--- config.mk ---
export PLATFORM = sky130hd
export DESIGN_NAME = adsr_envelope_generator
export DESIGN_NICKNAME = d
export VERILOG_FILES = /design/src/design/adsr_pkg.sv /design/src/design/adsr_envelope_generator.sv
export SDC_FILE = /design/constraint.sdc
export NUM_CORES = 1
export LEC_CHECK = 0
export BUFFER_PORTS_ARGS = -buffer_cell sky130_fd_sc_hd__buf_2
export CAP_MARGIN = 20
export CORE_MARGIN = 5
export CORE_UTILIZATION = 50
export CTS_BUF_LIST = sky130_fd_sc_hd__clkbuf_16
export CTS_CLUSTER_SIZE = 14
export DETAILED_ROUTE_END_ITERATION = 16
export PLACE_DENSITY = 0.66
export SYNTH_ARGS = -nofsm -noshare
export SYNTH_HDL_FRONTEND = slang
export SYNTH_SLANG_ARGS = --single-unit
--- constraint.sdc ---
create_clock -name clk -period 11.1 [get_ports clk]
set_input_delay 2.22 -clock clk [delete_from_list [all_inputs] [get_ports clk]]
set_output_delay 2.22 -clock clk [all_outputs]
set_load 0.005 [all_outputs]
--- src/design/adsr_pkg.sv ---
package adsr_pkg;

  // Phase accumulator: Q0.24, one full stage is 2^24
  localparam int PHASE_W = 24;
  localparam int STEP_W  = 25;
  localparam int LEVEL_W = 16;
  localparam int ADDR_W  = 3;

  localparam logic [LEVEL_W-1:0] FULL_LEVEL = 16'd32768;
  localparam logic [STEP_W-1:0]  FULL_PHASE = 25'h100_0000;
  localparam logic signed [LEVEL_W-1:0] GATE_THRESHOLD = 16'sd16384;

  // Reset values of the control registers
  localparam logic [STEP_W-1:0]  ATTACK_STEP_RST  = 25'd12681;
  localparam logic [STEP_W-1:0]  DECAY_STEP_RST   = 25'd38044;
  localparam logic [STEP_W-1:0]  RELEASE_STEP_RST = 25'd3804;
  localparam logic [LEVEL_W-1:0] SUSTAIN_RST      = 16'd26214;

  // Register indexes
  localparam logic [ADDR_W-1:0] REG_ATTACK_STEP  = 3'd0;
  localparam logic [ADDR_W-1:0] REG_DECAY_STEP   = 3'd1;
  localparam logic [ADDR_W-1:0] REG_RELEASE_STEP = 3'd2;
  localparam logic [ADDR_W-1:0] REG_SUSTAIN      = 3'd3;
  localparam logic [ADDR_W-1:0] REG_GATE_ENABLE  = 3'd4;
  localparam logic [ADDR_W-1:0] REG_AUTO_RETRIG  = 3'd5;

  // Command codes carried on tuser
  localparam logic CMD_TICK   = 1'b0;
  localparam logic CMD_TOGGLE = 1'b1;

  typedef enum logic [2:0] {
    ST_IDLE    = 3'd0,
    ST_ATTACK  = 3'd1,
    ST_DECAY   = 3'd2,
    ST_SUSTAIN = 3'd3,
    ST_RELEASE = 3'd4
  } stage_t;

endpackage

--- src/design/adsr_envelope_generator.sv ---
// Linear ADSR envelope generator.
// Input stream (s_*): one word per control tick. tuser is the command:
// tick produces one envelope sample, toggle flips the manual gate and
// produces nothing. tdata carries the gate control sample (Q1.15 signed).
// Output stream (m_*): one word per tick, level in Q1.15 (32768 = 1.0) and
// the stage code after the step.
// An accepted tick is registered into the output register, or into the
// skid register while the output is held. One word is accepted every
// cycle while s_tready is high; the stage update and the single 25x16
// multiply for decay/release sit between state and output registers.
// The output register is backed by a one-word skid register, so s_tready
// is a registered signal and only drops after the receiver has stalled
// with both held; it rises again as soon as the skid word moves out.
// Configuration (cfg_*) writes one register per cycle with cfg_we high;
// the user must only change it while no word is in flight (not enforced).
// Reset (synchronous, rst high) returns the envelope to idle with zero
// phase, clears the manual gate, empties both output registers and loads
// the default control register values.
module adsr_envelope_generator (
  input  logic        clk,
  input  logic        rst,
  // configuration port
  input  logic        cfg_we,
  input  logic [2:0]  cfg_addr,
  input  logic [24:0] cfg_wdata,
  // input stream
  input  logic        s_tvalid,
  output logic        s_tready,
  input  logic [15:0] s_tdata,   // [15:0] gate_sample
  input  logic        s_tuser,   // [0] cmd
  // output stream
  output logic        m_tvalid,
  input  logic        m_tready,
  output logic [23:0] m_tdata    // [15:0] level, [18:16] stage, [23:19] zero
);

  // control registers
  logic [adsr_pkg::STEP_W-1:0]  attack_step;
  logic [adsr_pkg::STEP_W-1:0]  decay_step;
  logic [adsr_pkg::STEP_W-1:0]  release_step;
  logic [adsr_pkg::LEVEL_W-1:0] sustain_level;
  logic                         gate_enable;
  logic                         auto_retrigger;

  // envelope state
  adsr_pkg::stage_t              env_stage, env_stage_next;
  logic [adsr_pkg::PHASE_W-1:0]  phase, phase_next;
  logic                          manual_gate, manual_gate_next;

  // output and skid registers
  logic                          skid_valid;
  logic [adsr_pkg::LEVEL_W-1:0]  out_level, skid_level;
  adsr_pkg::stage_t              out_stage, skid_stage;

  logic                          accept, is_toggle, new_word, out_take;
  logic signed [15:0]            gate_sample;
  logic                          gate_active;
  logic [adsr_pkg::LEVEL_W-1:0]  sus;
  logic [adsr_pkg::STEP_W-1:0]   step;
  logic [adsr_pkg::STEP_W:0]     phase_sum;
  logic                          stage_done;
  logic [adsr_pkg::STEP_W-1:0]   mul_a;
  logic [adsr_pkg::LEVEL_W-1:0]  mul_b;
  logic [39:0]                   prod;
  logic [adsr_pkg::LEVEL_W-1:0]  prod_hi;
  logic [adsr_pkg::LEVEL_W-1:0]  level_calc;

  assign accept    = s_tvalid && s_tready;
  assign is_toggle = (s_tuser == adsr_pkg::CMD_TOGGLE);
  assign new_word  = accept && !is_toggle;
  assign out_take  = m_tvalid && m_tready;

  // ---------------------------------------------------------------
  // Configuration
  // ---------------------------------------------------------------
  always_ff @(posedge clk) begin
    if (rst) begin
      attack_step    <= adsr_pkg::ATTACK_STEP_RST;
      decay_step     <= adsr_pkg::DECAY_STEP_RST;
      release_step   <= adsr_pkg::RELEASE_STEP_RST;
      sustain_level  <= adsr_pkg::SUSTAIN_RST;
      gate_enable    <= 1'b0;
      auto_retrigger <= 1'b0;
    end else if (cfg_we) begin
      case (cfg_addr)
        adsr_pkg::REG_ATTACK_STEP:  attack_step    <= cfg_wdata;
        adsr_pkg::REG_DECAY_STEP:   decay_step     <= cfg_wdata;
        adsr_pkg::REG_RELEASE_STEP: release_step   <= cfg_wdata;
        adsr_pkg::REG_SUSTAIN:      sustain_level  <= cfg_wdata[15:0];
        adsr_pkg::REG_GATE_ENABLE:  gate_enable    <= cfg_wdata[0];
        adsr_pkg::REG_AUTO_RETRIG:  auto_retrigger <= cfg_wdata[0];
        default: ;  // unused index, ignored
      endcase
    end
  end

  // ---------------------------------------------------------------
  // Shared datapath
  // ---------------------------------------------------------------
  // sustain above full scale is clamped
  assign sus = (sustain_level > adsr_pkg::FULL_LEVEL) ? adsr_pkg::FULL_LEVEL
                                                      : sustain_level;

  assign gate_sample = s_tdata;
  assign gate_active = manual_gate ||
                       (gate_enable && (gate_sample > adsr_pkg::GATE_THRESHOLD));

  always_comb begin
    case (env_stage)
      adsr_pkg::ST_ATTACK:  step = attack_step;
      adsr_pkg::ST_DECAY:   step = decay_step;
      default:              step = release_step;
    endcase
  end

  // phase stays below 2^24, so the stage ends when the sum reaches bit 24
  assign phase_sum  = {2'b00, phase} + {1'b0, step};
  assign stage_done = |phase_sum[adsr_pkg::STEP_W:adsr_pkg::PHASE_W];

  // one multiplier serves both falling ramps:
  //   decay:   p * (1.0 - S)
  //   release: (1.0 - p) * S
  always_comb begin
    if (env_stage == adsr_pkg::ST_DECAY) begin
      mul_a = {1'b0, phase};
      mul_b = adsr_pkg::FULL_LEVEL - sus;
    end else begin
      mul_a = adsr_pkg::FULL_PHASE - {1'b0, phase};
      mul_b = sus;
    end
  end

  assign prod    = 40'(mul_a) * 40'(mul_b);
  assign prod_hi = prod[39:24];

  // ---------------------------------------------------------------
  // Next state
  // ---------------------------------------------------------------
  always_comb begin
    env_stage_next   = env_stage;
    phase_next       = phase;
    manual_gate_next = manual_gate;
    if (is_toggle) begin
      manual_gate_next = !manual_gate;
      env_stage_next   = manual_gate ? adsr_pkg::ST_RELEASE : adsr_pkg::ST_ATTACK;
      phase_next       = '0;
    end else begin
      case (env_stage)
        adsr_pkg::ST_ATTACK: begin
          if (stage_done) begin
            env_stage_next = adsr_pkg::ST_DECAY;
            phase_next     = '0;
          end else begin
            phase_next = phase_sum[adsr_pkg::PHASE_W-1:0];
          end
        end
        adsr_pkg::ST_DECAY: begin
          if (stage_done) begin
            env_stage_next = adsr_pkg::ST_SUSTAIN;
            phase_next     = '0;
          end else begin
            phase_next = phase_sum[adsr_pkg::PHASE_W-1:0];
          end
        end
        adsr_pkg::ST_SUSTAIN: begin
          if (!gate_active) begin
            env_stage_next = adsr_pkg::ST_RELEASE;
            phase_next     = '0;
          end
        end
        adsr_pkg::ST_RELEASE: begin
          if (stage_done) begin
            env_stage_next = adsr_pkg::ST_IDLE;
            phase_next     = '0;
          end else begin
            phase_next = phase_sum[adsr_pkg::PHASE_W-1:0];
          end
        end
        default: begin
          // idle, and any unused code behaves as idle
          env_stage_next = adsr_pkg::ST_IDLE;
          if (gate_active || auto_retrigger) begin
            env_stage_next = adsr_pkg::ST_ATTACK;
            phase_next     = '0;
          end
        end
      endcase
    end
  end

  // ---------------------------------------------------------------
  // Level output
  // ---------------------------------------------------------------
  always_comb begin
    case (env_stage)
      adsr_pkg::ST_ATTACK:
        level_calc = stage_done ? adsr_pkg::FULL_LEVEL
                                : {1'b0, phase[adsr_pkg::PHASE_W-1:9]};
      adsr_pkg::ST_DECAY:
        level_calc = stage_done ? sus : adsr_pkg::FULL_LEVEL - prod_hi;
      adsr_pkg::ST_SUSTAIN:
        level_calc = sus;
      adsr_pkg::ST_RELEASE:
        level_calc = stage_done ? '0 : prod_hi;
      default:
        level_calc = '0;
    endcase
  end

  always_ff @(posedge clk) begin
    if (rst) begin
      env_stage   <= adsr_pkg::ST_IDLE;
      phase       <= '0;
      manual_gate <= 1'b0;
    end else if (accept) begin
      env_stage   <= env_stage_next;
      phase       <= phase_next;
      manual_gate <= manual_gate_next;
    end
  end

  // ---------------------------------------------------------------
  // Output register with skid word
  // ---------------------------------------------------------------
  assign s_tready = !skid_valid;

  always_ff @(posedge clk) begin
    if (rst) begin
      m_tvalid   <= 1'b0;
      skid_valid <= 1'b0;
    end else if (!m_tvalid || out_take) begin
      m_tvalid   <= skid_valid || new_word;
      skid_valid <= 1'b0;
    end else if (new_word) begin
      skid_valid <= 1'b1;
    end
  end

  always_ff @(posedge clk) begin
    if (!m_tvalid || out_take) begin
      if (skid_valid) begin
        out_level <= skid_level;
        out_stage <= skid_stage;
      end else begin
        out_level <= level_calc;
        out_stage <= env_stage_next;
      end
    end
    if (new_word) begin
      skid_level <= level_calc;
      skid_stage <= env_stage_next;
    end
  end

  assign m_tdata = {5'b00000, out_stage, out_level};

  // ---------------------------------------------------------------
  // Assertions
  // ---------------------------------------------------------------
  // skid word only exists behind a held output word
  a_skid_behind_out: assert property (@(posedge clk) disable iff (rst)
    skid_valid |-> m_tvalid)
    else $error("skid word without output word");

  // a toggle always flips the manual gate
  a_toggle_flips: assert property (@(posedge clk) disable iff (rst)
    (accept && is_toggle) |=> (manual_gate != $past(manual_gate)))
    else $error("toggle did not flip manual gate");

  // idle is only reached with the phase cleared
  a_idle_phase: assert property (@(posedge clk) disable iff (rst)
    (env_stage == adsr_pkg::ST_IDLE) |-> (phase == '0))
    else $error("idle with nonzero phase");

  // level never exceeds full scale
  a_level_range: assert property (@(posedge clk) disable iff (rst)
    m_tvalid |-> (out_level <= adsr_pkg::FULL_LEVEL))
    else $error("level above full scale");

  // a tick taken with room in the output register shows up next cycle
  a_tick_latency: assert property (@(posedge clk) disable iff (rst)
    (new_word && !m_tvalid) |=> m_tvalid)
    else $error("tick result lost");

endmodule
# After elaboration in Yosys (flattened, before gate mapping)
# Index checks and enable logic that the tools add are counted.
[totals]
regBits = 161
in_bits = 50
out_inout_bits = 26
wordCells = 80
[op_classes]
addsub = 4
n_mul = 1
n_reduce_logical = 25
order_cmp = 2
eq_ne = 10
mux = 23
[op_table]
columns = ["operator", "count"]
rows = [
  ["16-bit 2-to-1 mux", 6],
  ["24-bit 2-to-1 mux", 4],
  ["16-bit one-hot mux with 4 select lines", 1],
  ["25-bit one-hot mux with 2 select lines", 1],
  ["24-bit one-hot mux with 2 select lines", 1],
  ["25-bit by 16-bit multiplier with 40-bit output", 1],
  ["16-bit > comparator, second input constant", 2],
  ["16-bit subtractor, first input constant", 2],
  ["24-bit by 25-bit adder with 26-bit output", 1],
  ["25-bit 2-to-1 mux", 1],
  ["25-bit by 24-bit subtractor with 25-bit output, first input constant", 1],
  ["3-bit 2-to-1 mux", 7],
  ["2-bit AND reduction", 7],
  ["3-bit by 2-bit equality test with 1-bit output, second input constant", 4],
  ["3-bit one-hot mux with 4 select lines", 1],
  ["3-bit equality test, second input constant", 3],
  ["3-bit by 1-bit equality test with 1-bit output, second input constant", 2],
  ["1-bit logical AND", 4],
  ["1-bit zero test", 4],
  ["1-bit logical OR", 4],
  ["4-bit nonzero test", 1],
  ["2-bit OR reduction", 2],
  ["3-bit zero test", 1],
  ["3-bit != test, second input constant", 1],
  ["3 further kinds", 3],
]

# Depth between registers and ports, before layout
# Gate-level depths: netlist of the first run.
[logic_depth]
ltp_word = 9
depth_mapped = 40
depth_no_buf = 38

# Least setup slack after synthesis of the first run
# No wires, ideal clock.
[synth_timing]
path_kind = "reg-to-reg"
start = "reg sustain_level[5] (netlist bit)"
end = "reg out_level[12] (netlist bit), data pin"
slack_ps = 1691
n_path_buf = 2
period_less_slack_ps = 9409
setup_time_ps = 260
required_time_ps = 10840
arrival_time_ps = 9149
path_stages_with_launch = 37
path_cell_list = "dfxtp_1 -> or4_1 -> or4_1 -> nor3_2 -> nand2_1 -> or3_1 -> nand2_2 -> o21ai_2 -> a21oi_4 -> xnor2_1 -> clkbuf_1 -> nand2_1 -> fa_1 -> inv_1 -> fa_1 -> fa_1 -> fa_1 -> fa_1 -> inv_1 -> fa_1 -> inv_1 -> ha_1 -> and3_1 -> clkbuf_1 -> a31oi_1 -> or4b_1 -> o21ai_0 -> nor2_1 -> inv_1 -> ha_1 -> nand2b_1 -> mux2_2 -> nor4_1 -> nand4_1 -> xnor2_1 -> o21ai_1 -> mux2_2"
[synth_between]
elab_chain_len = 9
elab_cells_between_ends = 10
cone_classes = "add/sub: 2; mul: 1; order compare: 1; mux: 6"
[synth_lines]
columns = ["item", "line", "source"]
rows = [
  ["start: declaration", "adsr_envelope_generator.sv:41", "logic [adsr_pkg::LEVEL_W-1:0] sustain_level;"],
  ["start signal: assignment", "adsr_envelope_generator.sv:81", "sustain_level <= adsr_pkg::SUSTAIN_RST;"],
  ["start signal: assignment", "adsr_envelope_generator.sv:89", "adsr_pkg::REG_SUSTAIN: sustain_level <= cfg_wdata[15:0];"],
  ["16-bit > comparator", "adsr_envelope_generator.sv:101", "assign sus = (sustain_level > adsr_pkg::FULL_LEVEL) ? adsr_pkg::FULL_LEVEL"],
  ["16-bit 2-to-1 mux *", "adsr_envelope_generator.sv:101", ""],
  ["16-bit subtractor", "adsr_envelope_generator.sv:126", "mul_b = adsr_pkg::FULL_LEVEL - sus;"],
  ["16-bit 2-to-1 mux", "adsr_envelope_generator.sv:124", "if (env_stage == adsr_pkg::ST_DECAY) begin"],
  ["25-bit by 16-bit multiplier with 40-bit output", "adsr_envelope_generator.sv:133", "assign prod = 40'(mul_a) * 40'(mul_b);"],
  ["16-bit subtractor", "adsr_envelope_generator.sv:200", "level_calc = stage_done ? sus : adsr_pkg::FULL_LEVEL - prod_hi;"],
  ["16-bit 2-to-1 mux", "adsr_envelope_generator.sv:200", ""],
  ["16-bit one-hot mux with 4 select lines *", "adsr_envelope_generator.sv:195", "case (env_stage)"],
  ["named net level_calc (one bit)", "adsr_envelope_generator.sv:66", "logic [adsr_pkg::LEVEL_W-1:0] level_calc;"],
  ["16-bit 2-to-1 mux *", "adsr_envelope_generator.sv:241", "if (skid_valid) begin"],
  ["end signal: assignment", "adsr_envelope_generator.sv:242", "out_level <= skid_level;"],
  ["end signal: assignment", "adsr_envelope_generator.sv:245", "out_level <= level_calc;"],
  ["end: declaration", "adsr_envelope_generator.sv:52", "logic [adsr_pkg::LEVEL_W-1:0] out_level, skid_level;"],
]
# Mark *: on every way through the listed nets, which the timed path passes. The rest lies on a longest branch.
# A chain may end at the register's enable or synchronous reset.

# Worst setup path after layout of the first run
[layout_timing]
start = "reg sustain_level[2] (netlist bit)"
end = "reg out_level[12] (netlist bit), data pin"
# Same word-level chain as after synthesis.

==> reports/results.ini, run 1 <==
[status]
status = complete, no violations

[pwr]
p_switching_w = 0.00296
seq_power_share_pct = 12.6
power_leakage_nw = 11.2
swShare_pct = 55.0
power_frac_comb_pct = 76.7
internal_power_w = 0.00242
power_frac_clock_pct = 10.7
p_per_area_nw_per_um2 = 229
vdd_ir_drop_max_v = 0.000322

[clock_network]
insertion_delay_ps = 440
ctsHoldBuffers = 0
path_clk_slew_ps = 70
numCtsBuffers = 17
cts_root_buffer = clkbuf_16
cts_max_path_buffers = 2
post_cts_resized = 0
postCtsSetupRepairBufs = 0
htree_levels = 4
tritoncts = built
cts.sinks = 161

[layout]
layout_commonest_cell = nand2_1
n_antenna_cell = 0
final_cells = 3292
fill_cells = 4088
areaGrowthSynthToFinish_pct = 7.84
drive_gt1_share_pct = 7.83
layout_common_cells = 570 x nand2_1, 398 x inv_1, 319 x fa_1, 183 x nor2_1, 143 x a21oi_1
nNetsFinal = 3197
finalInstanceArea_um2 = 23400

[global_route]
antenna_found_initial = 1
grt_pass1_vias = 19100
grt_start_max_net_pins = 63
track_usage_pct = 27.7
grt_pass1_wl_um = 104000
grt_overflow = 0

[worst_setup_path]
critPathLaunchType = register
path_class = reg -> reg
crit_fanout = 8
cp.required_ps = 11280
worstSetupEndpointType = register
slowest_stage = or4_1
cp.arrival_ps = 10700
crit_top_cell = fa_1
max_stage_delay_ps = 590

[timing]
finalHoldViolations = 0
finClkSkew_ps = 16.8
finalCriticalPeriod_ps = 10520
period_share_pct = 94.8
fmax_mhz = 95.0
tns_ps = 0
worst_pin_slew_ps = 1180
relSlewSlack_pct = 20.9
rsz0062_at_grt = false
setup_viol = 0
fin_ws_ps = 577
slew_violations = 0

[synthesis]
synth_xor_area_share_pct = 3.18
synth_cells = 2668
synth-main-ff-cell = dfxtp_1
synth_area_um2 = 21700
ys_ff_latch = 161
yosys_warnings = 0
avgSynthCellArea_um2 = 8.15
synth_top_family_by_area = adder cells
ys_types = 84
synthAdderAreaFrac_pct = 37.1
synth_compound_area_share_pct = 12.8
synth-async-reset-ratio_pct = 0
ys_seq_area_share_pct = 16.6
yosys.area_share.simple_pct = 19.9
synth-edff-count = 38
synthMuxAreaShare_pct = 1.16

[placement]
dpl_worst_slack_ps = 605
place_congestion = 1.01
dp_hpwl_um = 50200
place_inst = 3259
dpl_cell_area_um2 = 22900
io_buffers = 70

[die]
io_pins = 76
die_x_um = 219
die_y_um = 219
core_um2 = 43100
initial_utilization_pct = 50.5
row_count = 76
die_area_um2 = 47800

[detailed_routing]
routed-via-count = 18800
wl_per_cell_um = 19.7
remaining_drc_errors = 0
first_pass_iters = 5
postRouteAntennaNets = 0
via_per_inst = 5.70
first_iter_violations = 1636
drt-total-wl_um = 65000

[min_path]
holdCritPathClass = reg -> reg

[job]
maxCapViolCount = 0

flip-flops by register name, summed over array words and instances, names as in the netlist:
signal / flops
attack_step: 25
auto_retrigger: 1
decay_step: 25
env_stage: 3
gate_enable: 1
m_tvalid: 1
manual_gate: 1
out_level: 16
out_stage: 3
phase: 24
release_step: 25
skid_level: 16
skid_stage: 3
skid_valid: 1
sustain_level: 16
area by class of cell:
type	instances	area, um2	share of cell area, %
Clock buffer	17	425	1.81
Tap cell	585	732	3.12
Inverter	399	1500	6.39
Sequential cell	161	3600	15.4
Timing Repair Buffer	133	833	3.55
Clock inverter	14	140	0.598
Multi-Input combinational cell	1983	16200	69.2
worst paths after layout:
path                    endpoint  cells past startpoint              from  slack, ps
setup / recovery   out_level[12]                     36  sustain_level[2]        580
hold / removal    decay_step[13]                      2    decay_step[13]        460
setup reg to reg   out_level[12]                     36  sustain_level[2]        580
hold reg to reg   decay_step[13]                      2    decay_step[13]        460
cell usage after synthesis (8+ instances only):
| cell type | count | area share (%) |
|---|---|---|
| o21ai_0 | 70 | 1.6 |
| dfxtp_1 | 123 | 11 |
| ha_1 | 133 | 7.7 |
| nor2_1 | 183 | 3.2 |
| o211ai_1 | 9 | 0.31 |
| xor2_1 | 34 | 1.4 |
| nand2b_1 | 18 | 0.52 |
| nor3_1 | 39 | 0.90 |
| edfxtp_1 | 38 | 5.2 |
| nand3_1 | 22 | 0.51 |
| a31oi_1 | 10 | 0.29 |
| and2_1 | 43 | 1.2 |
| nor4_1 | 16 | 0.46 |
| xnor2_1 | 45 | 1.8 |
| mux2_2 | 18 | 0.93 |
| a21o_1 | 34 | 1.2 |
| o31ai_1 | 8 | 0.28 |
| a211oi_1 | 23 | 0.79 |
| nand3b_1 | 30 | 1.0 |
| nand4_1 | 9 | 0.26 |
| inv_1 | 398 | 6.9 |
| a21oi_1 | 146 | 3.4 |
| fa_1 | 319 | 29 |
| o21a_1 | 16 | 0.55 |
| clkbuf_1 | 111 | 1.9 |
| buf_2 | 10 | 0.23 |
| nand2_1 | 570 | 9.8 |
| and3_1 | 14 | 0.40 |
| a22oi_1 | 53 | 1.8 |
worst max-delay path: cells and delay by family, from the launching register on:
| kind | cells | cell delay, ps |
|---|---|---|
| AND/OR/NAND/NOR | 13 | 3540 |
| adder cells (fa/ha/maj) | 8 | 3490 |
| AO/OA/AOI/OAI | 7 | 1770 |
| multiplexers | 2 | 600 |
| flip-flops | 1 | 360 |
| buffers and inverters | 5 | 320 |
| XOR/XNOR | 1 | 190 |
power groups by stage:
stage	sequential, W	combinational (W)	clock [W]
after floorplan	0.000680	0.00299	0
after global placement	0.000688	0.00396	0
after detailed placement	0.000688	0.00400	0
after CTS	0.000675	0.00405	0.000584
after global routing	0.000679	0.00459	0.000611
final	0.000676	0.00413	0.000576
per-layer routing:
| layer | GRT usage (%) | part of all wire [%] |
|---|---|---|
| met1 | 37.5 | 42 |
| met2 | 44.8 | 47 |
| met3 | 5.17 | 7.7 |
| met4 | 9.78 | 3.7 |
| met5 | 0 | 0.020 |
stage by stage:
stage               util, %  total power [W]  hold slack [ps]
floorplan                 -          0.00367              436
global placement       53.0          0.00465              441
detailed placement     53.1          0.00469              447
CTS                    54.4          0.00531              457
global route           54.4          0.00588              474
finish                 54.4          0.00538              457
logic make-up after synthesis:
group,Yosys count
and+or+nand+nor,987
buffers and inverters,528
adders and majority gates,453
AOI/OAI and AO/OA,436
DFF,161
xor gates and xnor gates,79
muxes,23
other,1
No activity file was read; power rests on OpenSTA's default activity.
==> run 2: changes to the inputs <==
--- a/config.mk
+++ b/config.mk
@@ -5,6 +5,7 @@
 export SDC_FILE = /design/constraint.sdc
 export NUM_CORES = 1
 export LEC_CHECK = 0
+export ABC_AREA = 1
 export BUFFER_PORTS_ARGS = -buffer_cell sky130_fd_sc_hd__buf_2
 export CAP_MARGIN = 20
 export CORE_MARGIN = 5
==> reports/results.ini, run 2 <==
[status]
status = complete, no violations

[worst_setup_path]
cp.required_ps = 11290
crit_path_end = out_level[15]
rr_endpoint = out_level[15]
crit_fanout = 14
cp.arrival_ps = 9820
r2r_cells = 42
slowest_stage = fa_1
max_stage_delay_ps = 580
critPathLaunch = sustain_level[13]
r2r_slack_ps = 1470
worst-path-stages = 42
r2r_start = sustain_level[13]
crit_top_cell = nor2_1
critical_path_buf_inv_count = 7
path_class = reg -> reg
crit_family = adder cells
critPathLaunchType = register
worstSetupEndpointType = register

[global_route]
grt_pass1_vias = 20500
grt_pass1_wl_um = 110000
track_usage_pct = 29.0
grt_start_max_net_pins = 96
grt_overflow = 0
antenna_found_initial = 0

[layout]
areaGrowthSynthToFinish_pct = 7.42
layout_commonest_cell = nand2_1
fill_cells = 4230
n_antenna_cell = 0
nNetsFinal = 3536
layout_common_cells = 777 x nand2_1, 582 x inv_1, 357 x nor2_1, 319 x fa_1, 133 x ha_1
drive_gt1_share_pct = 6.60
utilization_pct = 54.6
top_regs = attack_step x25, decay_step x25, release_step x25

[clock_network]
path_clk_slew_ps = 60
ctsHoldBuffers = 0
tritoncts = built
cts_max_path_buffers = 2
postCtsSetupRepairBufs = 0
insertion_delay_ps = 430
post_cts_resized = 0
cts.sinks = 161
numCtsBuffers = 17
cts_root_buffer = clkbuf_16
htree_levels = 4

[timing]
fmax_mhz = 104
fin_hold_ws_ps = 458
rsz0062_at_grt = false
relSlewSlack_pct = 23.9
finalHoldViolations = 0
period_share_pct = 86.8
finClkSkew_ps = 7.83
finalCriticalPeriod_ps = 9630
tns_ps = 0
setup_viol = 0
slew_violations = 0
worst_pin_slew_ps = 1140

[die]
initial_utilization_pct = 50.9
io_pins = 76
row_count = 76
die_y_um = 220
die_x_um = 220
core_um2 = 43300
die_area_um2 = 48300

[synthesis]
synth_area_um2 = 22000
ys_types = 56
synth-edff-count = 38
synth_area_leaders = fa_1 29%, nand2_1 13%, dfxtp_1 11%
synth_commonest_cells = 777 x nand2_1, 580 x inv_1, 357 x nor2_1, 319 x fa_1, 133 x ha_1
yosys_warnings = 0
ys_ff_latch = 161
synth.most_common_cell = nand2_1
synth-async-reset-ratio_pct = 0
ys_seq_area_share_pct = 16.4
synth_cells = 3012
yosysTopAreaCellShare_pct = 29.0
avgSynthCellArea_um2 = 7.30
synth_top_area_cell = fa_1
synth-main-ff-cell = dfxtp_1

[detailed_routing]
wl_per_cell_um = 18.7
postRouteAntennaNets = 0
first_iter_violations = 1548
routed-via-count = 19700
via_per_inst = 5.42
first_pass_iters = 6
drt-total-wl_um = 67800
remaining_drc_errors = 0

[job]
maxCapViolCount = 0

[placement]
place_congestion = 0.984
dp_hpwl_um = 53100
io_buffers = 70

[min_path]
holdCritPathClass = reg -> reg

[run 2: cell types whose count changed after synthesis, moves of 21 or more]
cell      previous run  this run
xnor2_1             45        11
nand2_1            570       777
a21oi_1            146       104
a22oi_1             53         0
nor2_1             183       357
clkbuf_1           111        87
a21o_1              34         1
and2_1              43         1
o21ai_0             70       118
nand3_1             22       113
a211oi_1            23         2
inv_1              398       580
[run 2: per-stage QoR]
| step | instance area (um2) | worst slack, ps | instances |
|---|---|---|---|
| global placement | 23000 | 1650 | 3598 |
| CTS | 23600 | 1580 | 3630 |
| floorplan | 22000 | 3000 | 3016 |
| global route | 23600 | 907 | 3632 |
| finish | 23600 | 1470 | 3632 |
| detailed placement | 23000 | 1610 | 3598 |
[run 2: area by class of cell]
type,count,area (um2),area share (%)
flip-flops and latches,161,3600,15.2
clock inverters,13,158,0.667
repair buffers,102,618,2.62
inverters,592,2220,9.40
clock buffers,19,475,2.01
multi-input cells,2160,15800,67.0
well taps,585,732,3.10
[run 2: routing by layer]
layer  GRT usage [%]  routed length [um]  vias up
met1            37.0               27600     9608
met3            4.34                4640      140
met4            11.4                2740        0
li1                -                   -     9176
met2            49.7               32900      775
met5               0                   0        -
[run 2: worst min path at each step]
stage / start / endpoint / slack, ps / cells after the start
after floorplan: attack_step[0] / attack_step[0] / 430 / 2
after global placement: decay_step[2] / decay_step[2] / 440 / 2
after detailed placement: decay_step[7] / decay_step[7] / 440 / 2
final: decay_step[15] / decay_step[15] / 460 / 2
after global routing: release_step[10] / release_step[10] / 470 / 2
after CTS: decay_step[7] / decay_step[7] / 460 / 2
[run 2: logic make-up after synthesis]
group / count (synthesis) / share of synthesized area [%]
xor+xnor: 48 / 1.91
simple gates: 1364 / 25.7
compound gates: 291 / 7.33
flops: 161 / 16.4
fa+ha+maj: 452 / 36.6
buf+inv: 695 / 12.1
other cells: 1 / 0.0170
[run 2: worst min-delay path: cells and delay by family, from the launching register on]
family           cells  cell delay (ps)
flip-flops           1              330
AND/OR/NAND/NOR      2              100
Power of run 2 is not shown: default switching activity piles up to over one toggle a cycle in this logic, so the estimate is an artifact.
